$ cat config.mk
export PLATFORM = sky130hd
export DESIGN_NAME = serial_camera_image_fetch_unit
export DESIGN_NICKNAME = d
export VERILOG_FILES = /design/src/rtl/scif_pkg.sv /design/src/rtl/scif_csr.sv /design/src/rtl/scif_core.sv /design/src/rtl/scif_tx.sv /design/src/rtl/serial_camera_image_fetch_unit.sv
export VERILOG_INCLUDE_DIRS = /design/src /design/src/rtl
export SDC_FILE = /design/constraint.sdc
export NUM_CORES = 1
export LEC_CHECK = 0
export ABC_AREA = 1
export BUFFER_PORTS_ARGS = -buffer_cell sky130_fd_sc_hd__buf_2
export CAP_MARGIN = 10
export CORE_ASPECT_RATIO = 1.5
export CORE_UTILIZATION = 45
export CTS_CLUSTER_SIZE = 12
export DETAILED_ROUTE_END_ITERATION = 12
export GPL_TIMING_DRIVEN = 1
export PLACE_DENSITY = 0.68
export SYNTH_ARGS = -nofsm -noshare
export SYNTH_HDL_FRONTEND = slang
export SYNTH_SLANG_ARGS = --single-unit
$ cat constraint.sdc
create_clock -name clock -period 13.9 [get_ports clock]
set_input_delay 0.695 -clock clock [delete_from_list [all_inputs] [get_ports clock]]
set_output_delay 0.695 -clock clock [all_outputs]
set_load 0.01 [all_outputs]
$ cat src/rtl/serial_camera_image_fetch_unit_assert.svh
// Assertion macros for the serial camera image fetch unit.
// No dependencies; included by the top level only.
`ifndef SERIAL_CAMERA_IMAGE_FETCH_UNIT_ASSERT_SVH
`define SERIAL_CAMERA_IMAGE_FETCH_UNIT_ASSERT_SVH

// same-cycle implication
`define SCIF_ASSERT_NOW(label, clk, rst, ante, cons) \
   label: assert property (@(posedge clk) disable iff (rst) (ante) |-> (cons)) \
      else $error("scif: same-cycle check failed");

// next-cycle implication
`define SCIF_ASSERT_NEXT(label, clk, rst, ante, cons) \
   label: assert property (@(posedge clk) disable iff (rst) (ante) |=> (cons)) \
      else $error("scif: next-cycle check failed");

`endif

$ cat src/rtl/scif_pkg.sv
// Shared types, codes and byte constants of the serial camera image fetch unit.
// No dependencies.
package scif_pkg;

   // input operation codes
   localparam logic [1:0] OP_START = 2'd0;
   localparam logic [1:0] OP_BYTE  = 2'd1;
   localparam logic [1:0] OP_TICK  = 2'd2;

   // result kinds
   localparam logic [1:0] KIND_CMD   = 2'd0;
   localparam logic [1:0] KIND_IMAGE = 2'd1;
   localparam logic [1:0] KIND_DONE  = 2'd2;
   localparam logic [1:0] KIND_FAIL  = 2'd3;

   // register indexes
   localparam logic [1:0] REG_CAMERA_ID     = 2'd0;
   localparam logic [1:0] REG_RESOLUTION    = 2'd1;
   localparam logic [1:0] REG_ACK_TIMEOUT   = 2'd2;
   localparam logic [1:0] REG_IMAGE_TIMEOUT = 2'd3;

   // protocol bytes
   localparam logic [7:0] SYNC_BYTE = 8'h55;
   localparam logic [7:0] SNAP_CMD  = 8'h48;
   localparam logic [7:0] PKG_CMD   = 8'h45;
   localparam logic [7:0] INFO_TAG  = 8'h52;
   localparam logic [7:0] SNAP_ARG  = 8'h04;
   localparam logic [7:0] TAIL_BYTE = 8'h23;
   localparam logic [7:0] NUL_BYTE  = 8'h00;

   typedef enum logic [2:0] {
      BURST_NONE,
      BURST_SNAP,
      BURST_REQ,
      BURST_IMAGE,
      BURST_DONE,
      BURST_FAIL
   } burst_type;

   typedef struct packed {
      logic [7:0]  camera_id;
      logic [7:0]  resolution_code;
      logic [15:0] ack_timeout;
      logic [15:0] img_limit;
   } cfg_type;

   // one burst of results, handed from the core to the transmitter
   typedef struct packed {
      burst_type   burst;
      logic [7:0]  camera_id;
      logic [7:0]  resolution_code;
      logic [15:0] number;
      logic [7:0]  data;
      logic [14:0] offset;
      logic [14:0] size;
      logic [9:0]  total;
   } desc_type;

   function automatic logic [7:0] snap_ack_byte(input logic [1:0] idx);
      logic [7:0] b;
      case (idx)
         2'd0:    b = SYNC_BYTE;
         2'd1:    b = SNAP_CMD;
         2'd2:    b = NUL_BYTE;
         default: b = TAIL_BYTE;
      endcase
      return b;
   endfunction

   function automatic logic [7:0] pkg_ack_byte(input logic [1:0] idx);
      logic [7:0] b;
      case (idx)
         2'd0:    b = SYNC_BYTE;
         2'd1:    b = PKG_CMD;
         2'd2:    b = NUL_BYTE;
         default: b = TAIL_BYTE;
      endcase
      return b;
   endfunction

endpackage

$ cat src/rtl/scif_csr.sv
// APB-style register file: camera id, resolution, ack and image timeouts.
// Depends on scif_pkg.
module scif_csr import scif_pkg::*; (
   input  logic        clock,
   input  logic        reset,
   input  logic        psel,
   input  logic        penable,
   input  logic        pwrite,
   input  logic [3:0]  paddr,
   input  logic [31:0] pwdata,
   output logic [31:0] prdata,
   output logic        pready,
   output cfg_type     cfg
);

   cfg_type cfg_ff, cfg_in;
   logic    wr_en;
   logic [1:0] reg_idx;

   assign pready  = 1'b1;
   assign wr_en   = psel && penable && pwrite;
   assign reg_idx = paddr[3:2];
   assign cfg     = cfg_ff;

   always_comb begin
      cfg_in = cfg_ff;
      if (wr_en) begin
         unique case (reg_idx)
            REG_CAMERA_ID:     cfg_in.camera_id       = pwdata[7:0];
            REG_RESOLUTION:    cfg_in.resolution_code = pwdata[7:0];
            REG_ACK_TIMEOUT:   cfg_in.ack_timeout     = pwdata[15:0];
            REG_IMAGE_TIMEOUT: cfg_in.img_limit       = pwdata[15:0];
            default:           cfg_in = cfg_ff;
         endcase
      end
   end

   always_comb begin
      unique case (reg_idx)
         REG_CAMERA_ID:     prdata = {24'd0, cfg_ff.camera_id};
         REG_RESOLUTION:    prdata = {24'd0, cfg_ff.resolution_code};
         REG_ACK_TIMEOUT:   prdata = {16'd0, cfg_ff.ack_timeout};
         REG_IMAGE_TIMEOUT: prdata = {16'd0, cfg_ff.img_limit};
         default:           prdata = 32'd0;
      endcase
   end

   always_ff @(posedge clock) begin
      if (reset) begin
         cfg_ff.camera_id       <= 8'd0;
         cfg_ff.resolution_code <= 8'd50;
         cfg_ff.ack_timeout     <= 16'd50;
         cfg_ff.img_limit       <= 16'd100;
      end else begin
         cfg_ff <= cfg_in;
      end
   end

endmodule

$ cat src/rtl/scif_core.sv
// Capture sequencer: phase state, frame checks, timers and burst selection.
// Depends on scif_pkg.
module scif_core import scif_pkg::*; #(
   parameter int PAYLOAD_BYTES   = 1024,
   parameter int MAX_IMAGE_BYTES = 32768,
   parameter int COUNT_WRAP      = 1000
) (
   input  logic       clock,
   input  logic       reset,
   input  logic       step,
   input  logic [1:0] operation,
   input  logic [7:0] rx_byte,
   input  cfg_type    cfg,
   output desc_type   desc
);

   localparam int FI_W   = $clog2(PAYLOAD_BYTES + 10);
   localparam int PLEN_W = $clog2(PAYLOAD_BYTES + 1);
   localparam int FULL_W = 16 + PLEN_W;

   localparam logic [2:0] PH_IDLE     = 3'd0;
   localparam logic [2:0] PH_SNAP_ACK = 3'd1;
   localparam logic [2:0] PH_INFO     = 3'd2;
   localparam logic [2:0] PH_PKG_ACK  = 3'd3;
   localparam logic [2:0] PH_PKG_DATA = 3'd4;

   logic [2:0]        phase_ff, phase_in;
   logic [FI_W-1:0]   fi_ff, fi_in;
   logic [15:0]       size_ff, size_in;
   logic [15:0]       count_ff, count_in;
   logic [16:0]       num_ff, num_in;
   logic [15:0]       woff_ff, woff_in;
   logic [15:0]       wait_ff, wait_in;
   logic [15:0]       img_ff, img_in;
   logic [9:0]        cap_ff, cap_in;
   logic              ok_ff, ok_in;
   logic              high_ff, high_in;
   logic [FULL_W-1:0] full_ff, full_in;
   logic [PLEN_W-1:0] plen_ff, plen_in;

   logic [FI_W-1:0]   fi_inc;
   logic [FI_W-1:0]   plen_ext;
   logic [15:0]       wait_inc, img_inc;
   logic [16:0]       num_inc;
   logic              ok_v;
   logic [FULL_W-1:0] size_ext, rem;

   assign fi_inc   = fi_ff + FI_W'(1);
   assign plen_ext = FI_W'(plen_ff);
   assign wait_inc = (wait_ff == 16'hFFFF) ? wait_ff : wait_ff + 16'd1;
   assign img_inc  = (img_ff == 16'hFFFF) ? img_ff : img_ff + 16'd1;
   assign num_inc  = num_ff + 17'd1;
   assign size_ext = FULL_W'(size_ff);
   assign rem      = size_ext - full_ff;

   // payload length of the current package, two register stages behind the
   // frame state; it settles long before the first payload byte arrives
   always_comb begin
      full_in = (count_ff == 16'd0) ? '0
              : FULL_W'(count_ff - 16'd1) * FULL_W'(PAYLOAD_BYTES);
      if (num_ff < {1'b0, count_ff}) begin
         plen_in = PLEN_W'(PAYLOAD_BYTES);
      end else if (size_ext <= full_ff) begin
         plen_in = '0;
      end else if (rem > FULL_W'(PAYLOAD_BYTES)) begin
         plen_in = PLEN_W'(PAYLOAD_BYTES);
      end else begin
         plen_in = rem[PLEN_W-1:0];
      end
   end

   always_comb begin
      phase_in = phase_ff;
      fi_in    = fi_ff;
      size_in  = size_ff;
      count_in = count_ff;
      num_in   = num_ff;
      woff_in  = woff_ff;
      wait_in  = wait_ff;
      img_in   = img_ff;
      cap_in   = cap_ff;
      ok_in    = ok_ff;
      high_in  = high_ff;
      ok_v     = ok_ff;

      desc.burst           = BURST_NONE;
      desc.camera_id       = cfg.camera_id;
      desc.resolution_code = cfg.resolution_code;
      desc.number          = num_ff[15:0];
      desc.data            = rx_byte;
      desc.offset          = woff_ff[14:0];
      desc.size            = size_ff[14:0];
      desc.total           = cap_ff + 10'd1;

      case (operation)
         OP_START: begin
            cap_in     = (cap_ff > 10'(COUNT_WRAP)) ? 10'd0 : cap_ff;
            desc.burst = BURST_SNAP;
            phase_in   = PH_SNAP_ACK;
            fi_in      = '0;
            wait_in    = 16'd0;
            img_in     = 16'd0;
            ok_in      = 1'b1;
         end
         OP_BYTE: begin
            unique case (phase_ff)
               PH_SNAP_ACK: begin
                  ok_v  = ok_ff && (rx_byte == snap_ack_byte(fi_ff[1:0]));
                  ok_in = ok_v;
                  fi_in = fi_inc;
                  if (fi_inc >= FI_W'(4)) begin
                     if (!ok_v) begin
                        desc.burst = BURST_FAIL;
                        phase_in   = PH_IDLE;
                     end else begin
                        phase_in = PH_INFO;
                        fi_in    = '0;
                        ok_in    = 1'b1;
                        high_in  = 1'b0;
                        size_in  = 16'd0;
                        count_in = 16'd0;
                     end
                  end
               end
               PH_INFO: begin
                  case (fi_ff)
                     FI_W'(0): ok_in = ok_ff && (rx_byte == SYNC_BYTE);
                     FI_W'(1): ok_in = ok_ff && (rx_byte == INFO_TAG);
                     FI_W'(3): size_in = {8'd0, rx_byte};
                     FI_W'(4): size_in = {rx_byte, size_ff[7:0]};
                     FI_W'(5): high_in = high_ff || (rx_byte != NUL_BYTE);
                     FI_W'(6): high_in = high_ff || (rx_byte != NUL_BYTE);
                     FI_W'(7): count_in = {8'd0, rx_byte};
                     FI_W'(8): count_in = {rx_byte, count_ff[7:0]};
                     default: ;
                  endcase
                  fi_in = fi_inc;
                  // the tenth byte changes nothing, so the held values decide
                  if (fi_inc >= FI_W'(10)) begin
                     if (!ok_ff || high_ff || size_ff == 16'd0 ||
                         {1'b0, size_ff} >= 17'(MAX_IMAGE_BYTES)) begin
                        desc.burst = BURST_FAIL;
                        phase_in   = PH_IDLE;
                     end else begin
                        num_in  = 17'd1;
                        woff_in = 16'd0;
                        img_in  = 16'd0;
                        if (count_ff == 16'd0) begin
                           cap_in     = cap_ff + 10'd1;
                           desc.burst = BURST_DONE;
                           phase_in   = PH_IDLE;
                        end else begin
                           desc.burst  = BURST_REQ;
                           desc.number = 16'd1;
                           phase_in    = PH_PKG_ACK;
                           fi_in       = '0;
                           wait_in     = 16'd0;
                           ok_in       = 1'b1;
                        end
                     end
                  end
               end
               PH_PKG_ACK: begin
                  ok_v  = ok_ff && (rx_byte == pkg_ack_byte(fi_ff[1:0]));
                  ok_in = ok_v;
                  fi_in = fi_inc;
                  if (fi_inc >= FI_W'(4)) begin
                     if (ok_v) begin
                        phase_in = PH_PKG_DATA;
                        fi_in    = '0;
                     end else if (img_ff > cfg.img_limit) begin
                        desc.burst = BURST_FAIL;
                        phase_in   = PH_IDLE;
                     end else begin
                        // wait for a fresh ack, no resend
                        fi_in   = '0;
                        wait_in = 16'd0;
                        ok_in   = 1'b1;
                     end
                  end
               end
               PH_PKG_DATA: begin
                  if (fi_ff >= FI_W'(7) && fi_ff < FI_W'(7) + plen_ext &&
                      woff_ff < size_ff) begin
                     desc.burst = BURST_IMAGE;
                     woff_in    = woff_ff + 16'd1;
                  end
                  fi_in = fi_inc;
                  if (fi_inc >= plen_ext + FI_W'(9)) begin
                     num_in = num_inc;
                     if (num_inc > {1'b0, count_ff}) begin
                        cap_in     = cap_ff + 10'd1;
                        desc.burst = BURST_DONE;
                        phase_in   = PH_IDLE;
                     end else begin
                        desc.burst  = BURST_REQ;
                        desc.number = num_inc[15:0];
                        phase_in    = PH_PKG_ACK;
                        fi_in       = '0;
                        wait_in     = 16'd0;
                        ok_in       = 1'b1;
                     end
                  end
               end
               default: ;
            endcase
         end
         OP_TICK: begin
            if (phase_ff == PH_SNAP_ACK) begin
               if (fi_ff == '0) begin
                  wait_in = wait_inc;
                  if (wait_inc > cfg.ack_timeout) begin
                     desc.burst = BURST_FAIL;
                     phase_in   = PH_IDLE;
                  end
               end
            end else if (phase_ff == PH_PKG_ACK || phase_ff == PH_PKG_DATA) begin
               img_in = img_inc;
               if (phase_ff == PH_PKG_ACK && fi_ff == '0) begin
                  wait_in = wait_inc;
                  if (wait_inc > cfg.ack_timeout) begin
                     wait_in = 16'd0;
                     if (img_inc > cfg.img_limit) begin
                        desc.burst = BURST_FAIL;
                        phase_in   = PH_IDLE;
                     end
                  end
               end
            end
         end
         default: ;
      endcase
   end

   always_ff @(posedge clock) begin
      full_ff <= full_in;
      plen_ff <= plen_in;
   end

   always_ff @(posedge clock) begin
      if (reset) begin
         phase_ff <= PH_IDLE;
         fi_ff    <= '0;
         size_ff  <= 16'd0;
         count_ff <= 16'd0;
         num_ff   <= 17'd0;
         woff_ff  <= 16'd0;
         wait_ff  <= 16'd0;
         img_ff   <= 16'd0;
         cap_ff   <= 10'd0;
         ok_ff    <= 1'b0;
         high_ff  <= 1'b0;
      end else if (step) begin
         phase_ff <= phase_in;
         fi_ff    <= fi_in;
         size_ff  <= size_in;
         count_ff <= count_in;
         num_ff   <= num_in;
         woff_ff  <= woff_in;
         wait_ff  <= wait_in;
         img_ff   <= img_in;
         cap_ff   <= cap_in;
         ok_ff    <= ok_in;
         high_ff  <= high_in;
      end
   end

endmodule

$ cat src/rtl/scif_tx.sv
// Result register and serialiser: turns one burst into its result items.
// Depends on scif_pkg.
module scif_tx import scif_pkg::*; (
   input  logic        clock,
   input  logic        reset,
   input  logic        load,
   input  desc_type    desc,
   output logic        free,
   output logic        rsp_valid,
   input  logic        rsp_ready,
   output logic [1:0]  rsp_out_kind,
   output logic [7:0]  rsp_out_byte,
   output logic [14:0] rsp_image_offset,
   output logic [14:0] rsp_image_bytes,
   output logic [9:0]  rsp_captured_total,
   output logic        rsp_last
);

   desc_type   desc_ff;
   logic       busy_ff, busy_in;
   logic [2:0] beat_ff, beat_in;
   logic       last_beat;

   assign rsp_valid = busy_ff;
   assign rsp_last  = last_beat;
   assign free      = !busy_ff || (rsp_ready && last_beat);

   always_comb begin
      rsp_out_kind       = KIND_CMD;
      rsp_out_byte       = NUL_BYTE;
      rsp_image_offset   = 15'd0;
      rsp_image_bytes    = 15'd0;
      rsp_captured_total = 10'd0;
      last_beat          = 1'b1;
      case (desc_ff.burst)
         BURST_SNAP: begin
            last_beat = (beat_ff == 3'd6);
            case (beat_ff)
               3'd0:    rsp_out_byte = SYNC_BYTE;
               3'd1:    rsp_out_byte = SNAP_CMD;
               3'd2:    rsp_out_byte = desc_ff.camera_id;
               3'd3:    rsp_out_byte = desc_ff.resolution_code;
               3'd4:    rsp_out_byte = NUL_BYTE;
               3'd5:    rsp_out_byte = SNAP_ARG;
               default: rsp_out_byte = TAIL_BYTE;
            endcase
         end
         BURST_REQ: begin
            last_beat = (beat_ff == 3'd5);
            case (beat_ff)
               3'd0:    rsp_out_byte = SYNC_BYTE;
               3'd1:    rsp_out_byte = PKG_CMD;
               3'd2:    rsp_out_byte = desc_ff.camera_id;
               3'd3:    rsp_out_byte = desc_ff.number[7:0];
               3'd4:    rsp_out_byte = desc_ff.number[15:8];
               default: rsp_out_byte = TAIL_BYTE;
            endcase
         end
         BURST_IMAGE: begin
            rsp_out_kind     = KIND_IMAGE;
            rsp_out_byte     = desc_ff.data;
            rsp_image_offset = desc_ff.offset;
         end
         BURST_DONE: begin
            rsp_out_kind       = KIND_DONE;
            rsp_image_bytes    = desc_ff.size;
            rsp_captured_total = desc_ff.total;
         end
         BURST_FAIL: rsp_out_kind = KIND_FAIL;
         default: ;
      endcase
   end

   always_comb begin
      busy_in = busy_ff;
      beat_in = beat_ff;
      if (load) begin
         busy_in = 1'b1;
         beat_in = 3'd0;
      end else if (busy_ff && rsp_ready) begin
         if (last_beat) begin
            busy_in = 1'b0;
         end else begin
            beat_in = beat_ff + 3'd1;
         end
      end
   end

   always_ff @(posedge clock) begin
      if (load) begin
         desc_ff <= desc;
      end
   end

   always_ff @(posedge clock) begin
      if (reset) begin
         busy_ff <= 1'b0;
         beat_ff <= 3'd0;
      end else begin
         busy_ff <= busy_in;
         beat_ff <= beat_in;
      end
   end

endmodule

$ cat src/rtl/serial_camera_image_fetch_unit.sv
// Top level of the serial camera image fetch unit: input register, sequencer,
// serialiser and register file. Depends on scif_pkg, scif_csr, scif_core, scif_tx.
//
//  channel  | signals                                   | direction
//  ---------+-------------------------------------------+----------
//  req      | req_valid/ready, operation, rx_byte       | in
//  rsp      | rsp_valid/ready, kind, byte, offset, ...  | out
//  csr      | psel, penable, pwrite, paddr, pwdata, ... | in/out
//
// One item per cycle enters the input register while req_ready is high; the
// sequencer works on it in the next cycle. Items that cause no result (ticks,
// most received bytes) retire at one a cycle. Items that cause results occupy
// the result register until their last result is taken: 7 results for a snapshot
// command, 6 for a package request, 1 otherwise; the serialiser sets that figure.
// Reset is synchronous, active high, and returns the capture to idle.
// A stall on rsp holds the result register; the input register then holds its
// item only if that item has results of its own.
`include "serial_camera_image_fetch_unit_assert.svh"

module serial_camera_image_fetch_unit import scif_pkg::*; #(
   parameter int PAYLOAD_BYTES   = 1024,
   parameter int MAX_IMAGE_BYTES = 32768,
   parameter int COUNT_WRAP      = 1000
) (
   input  logic        clock,
   input  logic        reset,
   // item input
   input  logic        req_valid,
   output logic        req_ready,
   input  logic [1:0]  req_operation,
   input  logic [7:0]  req_rx_byte,
   // result output
   output logic        rsp_valid,
   input  logic        rsp_ready,
   output logic [1:0]  rsp_out_kind,
   output logic [7:0]  rsp_out_byte,
   output logic [14:0] rsp_image_offset,
   output logic [14:0] rsp_image_bytes,
   output logic [9:0]  rsp_captured_total,
   output logic        rsp_last,
   // register port
   input  logic        psel,
   input  logic        penable,
   input  logic        pwrite,
   input  logic [3:0]  paddr,
   input  logic [31:0] pwdata,
   output logic [31:0] prdata,
   output logic        pready
);

   // input register
   logic       in_vld_ff, in_vld_in;
   logic [1:0] op_ff;
   logic [7:0] byte_ff;

   cfg_type  cfg;
   desc_type desc;
   logic     tx_free;
   logic     no_result;
   logic     advance;
   logic     load;
   logic     req_fire;

   // an item with no result retires even while the serialiser is busy
   assign no_result = (desc.burst == BURST_NONE);
   assign advance   = in_vld_ff && (no_result || tx_free);
   assign load      = advance && !no_result;
   assign req_ready = !in_vld_ff || advance;
   assign req_fire  = req_valid && req_ready;
   assign in_vld_in = req_fire || (in_vld_ff && !advance);

   always_ff @(posedge clock) begin
      if (req_fire) begin
         op_ff   <= req_operation;
         byte_ff <= req_rx_byte;
      end
   end

   always_ff @(posedge clock) begin
      if (reset) begin
         in_vld_ff <= 1'b0;
      end else begin
         in_vld_ff <= in_vld_in;
      end
   end

   scif_csr u_csr (
      .clock   (clock),
      .reset   (reset),
      .psel    (psel),
      .penable (penable),
      .pwrite  (pwrite),
      .paddr   (paddr),
      .pwdata  (pwdata),
      .prdata  (prdata),
      .pready  (pready),
      .cfg     (cfg)
   );

   scif_core #(
      .PAYLOAD_BYTES   (PAYLOAD_BYTES),
      .MAX_IMAGE_BYTES (MAX_IMAGE_BYTES),
      .COUNT_WRAP      (COUNT_WRAP)
   ) u_core (
      .clock     (clock),
      .reset     (reset),
      .step      (advance),
      .operation (op_ff),
      .rx_byte   (byte_ff),
      .cfg       (cfg),
      .desc      (desc)
   );

   scif_tx u_tx (
      .clock              (clock),
      .reset              (reset),
      .load               (load),
      .desc               (desc),
      .free               (tx_free),
      .rsp_valid          (rsp_valid),
      .rsp_ready          (rsp_ready),
      .rsp_out_kind       (rsp_out_kind),
      .rsp_out_byte       (rsp_out_byte),
      .rsp_image_offset   (rsp_image_offset),
      .rsp_image_bytes    (rsp_image_bytes),
      .rsp_captured_total (rsp_captured_total),
      .rsp_last           (rsp_last)
   );

   // a held input item always means a result is waiting
   `SCIF_ASSERT_NOW(a_stall_has_cause, clock, reset, !req_ready, rsp_valid)
   // single results (image, done, failed) are always the last of their item
   `SCIF_ASSERT_NOW(a_single_is_last, clock, reset,
      rsp_valid && rsp_out_kind != KIND_CMD, rsp_last)
   // a burst handed to the serialiser shows up on the result port next cycle
   `SCIF_ASSERT_NEXT(a_load_shows, clock, reset, load, rsp_valid)

endmodule
Word level (Yosys, flattened, before mapping)
Cells that the tools add are included.
Word-level totals
  register bits after elaboration: 307
  input port bits: 53
  output and inout bits: 86
  word-level logic and storage cells: 339
Cells by class
  add/subtract/negate cells: 11
  magnitude comparators: 15
  equality and inequality tests: 74
  muxes and demuxes: 138
  bitwise gates (word level): 1
  reductions and logical operators: 66
Operators with widths (count)
  2-to-1 mux 16 bit: 29
  one-hot mux 16 bit (2 select lines): 6
  one-hot mux 16 bit (3 select lines): 3
  2-to-1 mux 11 bit: 12
  one-hot mux 32 bit (4 select lines): 1
  2-to-1 mux 3 bit: 31
  2-to-1 mux 10 bit: 7
  2-to-1 mux 17 bit: 3
  adder 16 x 1 -> 16 bit, second input constant: 3
  greater-than comparator 16 bit: 3
  one-hot mux 8 bit (6 select lines): 1
  == test 11 x 3 -> 1 bit, second input constant: 4
  one-hot mux 11 bit (4 select lines): 1
  one-hot mux 7 bit (3 select lines): 2
  one-hot mux 10 bit (2 select lines): 2
  one-hot mux 8 bit (5 select lines): 1
  one-hot mux 17 bit (2 select lines): 1
  == test 16 bit, second input constant: 2
  logical NOT 16 bit: 2
  2-to-1 mux 8 bit: 4
  2-to-1 mux 15 bit: 2
  AND reduction 6 bit: 5
  greater-than comparator 27 x 11 -> 1 bit, second input constant: 1
  less-or-equal comparator 16 x 27 -> 1 bit: 1
  other kinds (62): 178

Logic depth before layout (Yosys ltp)
  word-level depth: 16
  mapped depth: 38
  gate-level depth less buffers: 37

Modules after synthesis
Synthesis repeated with hierarchy kept, for this count alone.
Unflattened totals
  cells, all modules: 2751
  area, all modules: 19595.0 um^2
Modules (own cells, without submodules)
  scif_core: instances 1, cells each 2058, area an instance 13270.2 um^2, seq. area each 3022.9 um^2
  scif_tx: instances 1, cells each 315, area an instance 3573.4 um^2, seq. area each 2572.5 um^2
  scif_csr: instances 1, cells each 355, area an instance 2354.8 um^2, seq. area each 960.9 um^2
  serial_camera_image_fetch_unit: instances 1, cells each 23, area an instance 396.6 um^2, seq. area each 320.3 um^2

Worst setup path after synthesis
Ideal clock, no wire load.
  kind: register to register
  start: reg u_core.wait_ff[3]
  end: reg u_tx.desc_ff[0] (netlist bit) (enable)
  library setup time: 0.438 ns
  arrival time: 5.262 ns
  data required time: 13.462 ns
  path slack: 8.201 ns
  stages on the path, launching flop included: 32
  buffers on the path: 0
  clock period less this slack: 5.699 ns
  cell sequence: dfxtp_1 -> inv_1 -> nor3_1 -> inv_1 -> nor2_1 -> nand2_1 -> nor2_1 -> inv_1 -> nor3_1 -> inv_1 -> nor2_1 -> or2_2 -> xor2_1 -> inv_1 -> ha_1 -> nand2_1 -> inv_1 -> nand3_1 -> or2_2 -> nor4_1 -> a21oi_1 -> nand3_1 -> nand2_1 -> inv_1 -> nand2_1 -> nand2_1 -> nand2_1 -> inv_2 -> nand2_4 -> a21oi_4 -> nand2_1 -> inv_1
Between the ends
  word-level cells in the longest chain between the ends: 12
  elaborated cells on any way between the ends: 16
  classes of those cells: add/sub: 1; order compare: 1; eq/ne: 1; mux: 8; reduce/logical: 5
RTL lines
  start, declared: RTL line scif_core.sv:33  | logic [15:0] wait_ff, wait_in;
  start signal, assigned: RTL line scif_core.sv:260  | wait_ff <= wait_in;
  adder 16 x 1 -> 16 bit / == test 16 bit (equally long branches): RTL line scif_core.sv:50  | assign wait_inc = (wait_ff == 16'hFFFF) ? wait_ff : wait_ff + 16'd1;
  2-to-1 mux 16 bit *: RTL line scif_core.sv:50
  greater-than comparator 16 bit *: RTL line scif_core.sv:212, scif_core.sv:221
  2-to-1 mux 3 bit: RTL line scif_core.sv:221  | if (wait_inc > cfg.ack_timeout) begin
  2-to-1 mux 3 bit: RTL line scif_core.sv:219  | if (phase_ff == PH_PKG_ACK && fi_ff == '0) begin
  2-to-1 mux 3 bit: RTL line scif_core.sv:217  | end else if (phase_ff == PH_PKG_ACK || phase_ff == PH_PKG_DATA) begin
  2-to-1 mux 3 bit *: RTL line scif_core.sv:209  | if (phase_ff == PH_SNAP_ACK) begin
  one-hot mux 3 bit (3 select lines) *: RTL line scif_core.sv:95  | case (operation)
  logical NOT 3 bit *: RTL line serial_camera_image_fetch_unit.sv:65  | assign no_result = (desc.burst == BURST_NONE);
  logical OR 1 bit: RTL line serial_camera_image_fetch_unit.sv:66  | assign advance = in_vld_ff && (no_result || tx_free);
  logical AND 1 bit: RTL line serial_camera_image_fetch_unit.sv:66
  logical AND 1 bit *: RTL line serial_camera_image_fetch_unit.sv:67  | assign load = advance && !no_result;
  via load: RTL line serial_camera_image_fetch_unit.sv:61  | logic load;
  end signal, assigned: RTL line scif_tx.sv:91  | desc_ff <= desc;
  end, declared: RTL line scif_tx.sv:19  | desc_type desc_ff;
Mark *: on every way through the listed nets, which the timed path passes. The rest lies on a longest branch.
A chain may end at the register's enable or synchronous reset.

Worst setup path in the final report
  start: reg u_core.wait_ff[3]
  end: reg u_tx.desc_ff[24] (netlist bit) (enable)
The elaborated chain is that of the path after synthesis.

==> metrics <==
status finished, final reports clean; final setup violating endpoints 0; fmax approximately 0.16 GHz; # Max-Cap Violations 0; Worst-Margin Slew around 1.0 ns; Sink Count roughly 300; worst-skew pair later-pin latency around 0.60 ns; met1 GRT Util 26.73%; clk_skew 0.03807 ns; Layout Area Growth over Synthesis 9.651%; worst path required time 14.10 ns; crit-path max FO 56; Tcrit/Tclk final 43.95%; PwrDens 95.94 nW/um^2; post-synth top area share 21.39%; Internal Power between 0.001 and 0.0015 W; synthesized cell area 19100 um^2; crit start category flip-flop; post-route setup slack 7.791 ns; area of the multi-input gates 10200 um^2; TritonCTS Buffers 31; global-route wire length before repair 87.41 mm; Gate power share 13.9%; sequential share of power 46.8%; top-level port count 139; internal reg-to-reg setup slack 7.79 ns; post-CTS setup buffers 0; layout cells sized above 1 7.069%; Worst EP arrival between 6 and 7 ns; Root Buffer clkbuf_16; Hold Path Depth 1; Main synth FF type dfxtp_1; Rel. slew slack ~30%; top post-synthesis cells by area dfxtp_1 (21%), edfxtp_1 (15%), nand2_1 (9.9%), ha_1 (9.6%), inv_1 (8.2%); largest net degree at the start of global routing 98; ys async rst share 0%; Initial Utilization 45.58%; switching pwr 0.0005600 W; VDD IR max 0.08226 mV; Yosys reg bits between 200 and 300; unrepaired setup endpoints after global routing no; Gates resized, CTS repair 0; Mapped Cells 2701; # rows slightly above 90; drt first-iter violations about 1200; # port buffers 103; Reg area 6877 um^2; GP Congestion 0.9750; # placed instances 3308; fin. max-slew vios 0; total die area 43280 um^2; met3 Usage GRT 2.359%; dpl cell area 20000 um^2; Worst-path clk slew approximately 0.06 ns; # DRC 0; wirelength, routed 55.56 mm; Vias/cell 5.378; Final Critical Period 6.109 ns; die width 170.2 um; M2 GR Usage 48.24%; Clock power frac 39.4%; final hold vios 0; Hold Buf Count CTS 0; vias in the first global route 17252; clk buf depth 3; Hold Path Sink byte_ff[4]$_DFFE_PP_; CP Capture Type flip-flop; Synth warnings 0; post-route insts no fill around 3400; terminus of the critical flop-to-flop path u_tx.desc_ff[24]$_DFFE_PP_; Fill cells 4206; Core ar. 41900 um^2; slowest cell on the critical path buf_4; hold_sp req_rx_byte[4]; worst hold-check path type in -> reg; setup_tns 0 ns; Syn Area/Cell 7.070 um^2; Post-synth EDFFs 93; sw frac between 20% and 30%; GRT Util Overall 25.54%; remaining antenna violation count 0; Final Power 0.002009 W; Final nets 2978; Pre-antenna DRT Iters 5; DP Worst Slack 7.911 ns; vias 18098; worst r2r src u_core.wait_ff[3]$_SDFFE_PP0P_; crit path kind reg -> reg; antenna violations before repair 0; Leak 9.523 nW; Synth cell types 60; Congestion Overflow GR 0; Top Usage Layer GRT met2; CP max stage delay ~0.67 ns; R2R cell count 32; H-tree depth 1; # diodes 0; Die H 254.3 um; routed len/inst 16.51 um; sequential share of the synthesized area 36.01%; hpwl dp 43.01 mm; CTS tree yes; Synth area leader dfxtp_1; Post-Layout Inst Area between 20000 and 25000 um^2
[power groups by stage]
stage               clock network [W]  logic [W]  registers, W
floorplan                           0   0.000206      0.000949
global placement                    0   0.000269      0.000957
detailed placement                  0   0.000275      0.000958
CTS                          0.000804   0.000277      0.000939
global route                 0.000834   0.000313      0.000941
finish                       0.000791   0.000279      0.000939
[sequential cells by signal, indices dropped and copies added (netlist names), 8 cells and up]
name / count
u_tx.desc_ff: 83
u_csr.cfg: 48
u_core.full_ff: 17
u_core.num_ff: 17
u_core.count_ff: 16
u_core.img_ff: 16
u_core.size_ff: 16
u_core.wait_ff: 16
u_core.woff_ff: 16
u_core.fi_ff: 11
u_core.plen_ext: 11
u_core.cap_ff: 10
byte_ff: 8
[worst max-delay path by stage]
stage	startpoint	to	slack, ns
2_1_floorplan	u_core.wait_ff[3]$_SDFFE_PP0P_	u_tx.desc_ff[0]$_DFFE_PP_	8.20
3_3_place_gp	u_core.wait_ff[3]$_SDFFE_PP0P_	u_tx.desc_ff[21]$_DFFE_PP_	8.02
3_5_place_dp	u_core.wait_ff[3]$_SDFFE_PP0P_	u_tx.desc_ff[24]$_DFFE_PP_	7.91
6_report	u_core.wait_ff[3]$_SDFFE_PP0P_	u_tx.desc_ff[24]$_DFFE_PP_	7.79
4_1_cts	u_core.wait_ff[3]$_SDFFE_PP0P_	u_tx.desc_ff[20]$_DFFE_PP_	7.87
5_1_grt	u_core.wait_ff[3]$_SDFFE_PP0P_	u_tx.desc_ff[21]$_DFFE_PP_	7.23
[worst max-delay path, delay by kind of cell (launching register included)]
| family | cells | cell delay, ns |
|---|---|---|
| buffers and inverters | 10 | 1.72 |
| DFF | 1 | 0.38 |
| AOI/OAI and AO/OA | 2 | 0.52 |
| xor gates and xnor gates | 1 | 0.27 |
| adders and majority gates | 1 | 0.30 |
| and+or+nand+nor | 18 | 2.50 |
[cells in the final DEF (no fill, tap or decap), drive strengths merged, types with 15 or more instances in the layout]
cell type | netlist | final
a21oi | 211 | 211
buf | 40 | 116
clkbuf | 49 | 50
conb | 2 | 18
dfxtp | 204 | 204
edfxtp | 93 | 93
ha | 147 | 147
inv | 424 | 424
nand2 | 518 | 518
nand3 | 161 | 161
nand4 | 49 | 49
nor2 | 383 | 383
nor3 | 76 | 76
o211ai | 15 | 15
o21ai | 144 | 144
o22ai | 19 | 19
xor2 | 55 | 55
[kinds of logic (layout without fill, tap and decap cells)]
| logic type | count (synthesis) | count (layout) | synth area share, % |
|---|---|---|---|
| DFF | 297 | 297 | 36.01 |
| buffers and inverters | 517 | 601 | 10.91 |
| AOI/OAI and AO/OA | 458 | 458 | 13.46 |
| adders and majority gates | 148 | 148 | 9.736 |
| and+or+nand+nor | 1218 | 1218 | 27.05 |
| other | 2 | 18 | 0.03933 |
| xor gates and xnor gates | 61 | 61 | 2.798 |
[cells in the mapped netlist, drive strengths merged, types with 8 or more instances]
cell type	n
o211ai	15
dfxtp	204
nor3	76
edfxtp	93
or2	8
xor2	55
a21oi	211
nor4	12
o22ai	19
o21ai	144
buf	40
nand3	161
a31oi	11
o2111ai	10
clkbuf	49
nor2	383
ha	147
inv	424
nand2	518
nand4	49
o21bai	8
[stage by stage]
step	hold slack (ns)	utilization, %
floorplan	0.4244	-
global placement	0.4450	47.73
detailed placement	0.4431	47.73
CTS	0.2522	49.98
global route	0.2608	49.98
finish	0.2661	49.98
[cell type report]
type                    count  area share, %
well taps                 564          3.370
clock buffers              50          4.141
clock inverters             7         0.3466
inverters                 428          7.678
multi-input cells        1903          48.70
flip-flops and latches    297          32.84
repair buffers            116          2.928
[routing by layer]
metal	vias up	wire [um]
li1	8996	-
met4	0	3678
met1	8348	20520
met3	165	2554
met2	589	28800
met5	-	0
No activity file was read; power rests on OpenSTA's default activity.
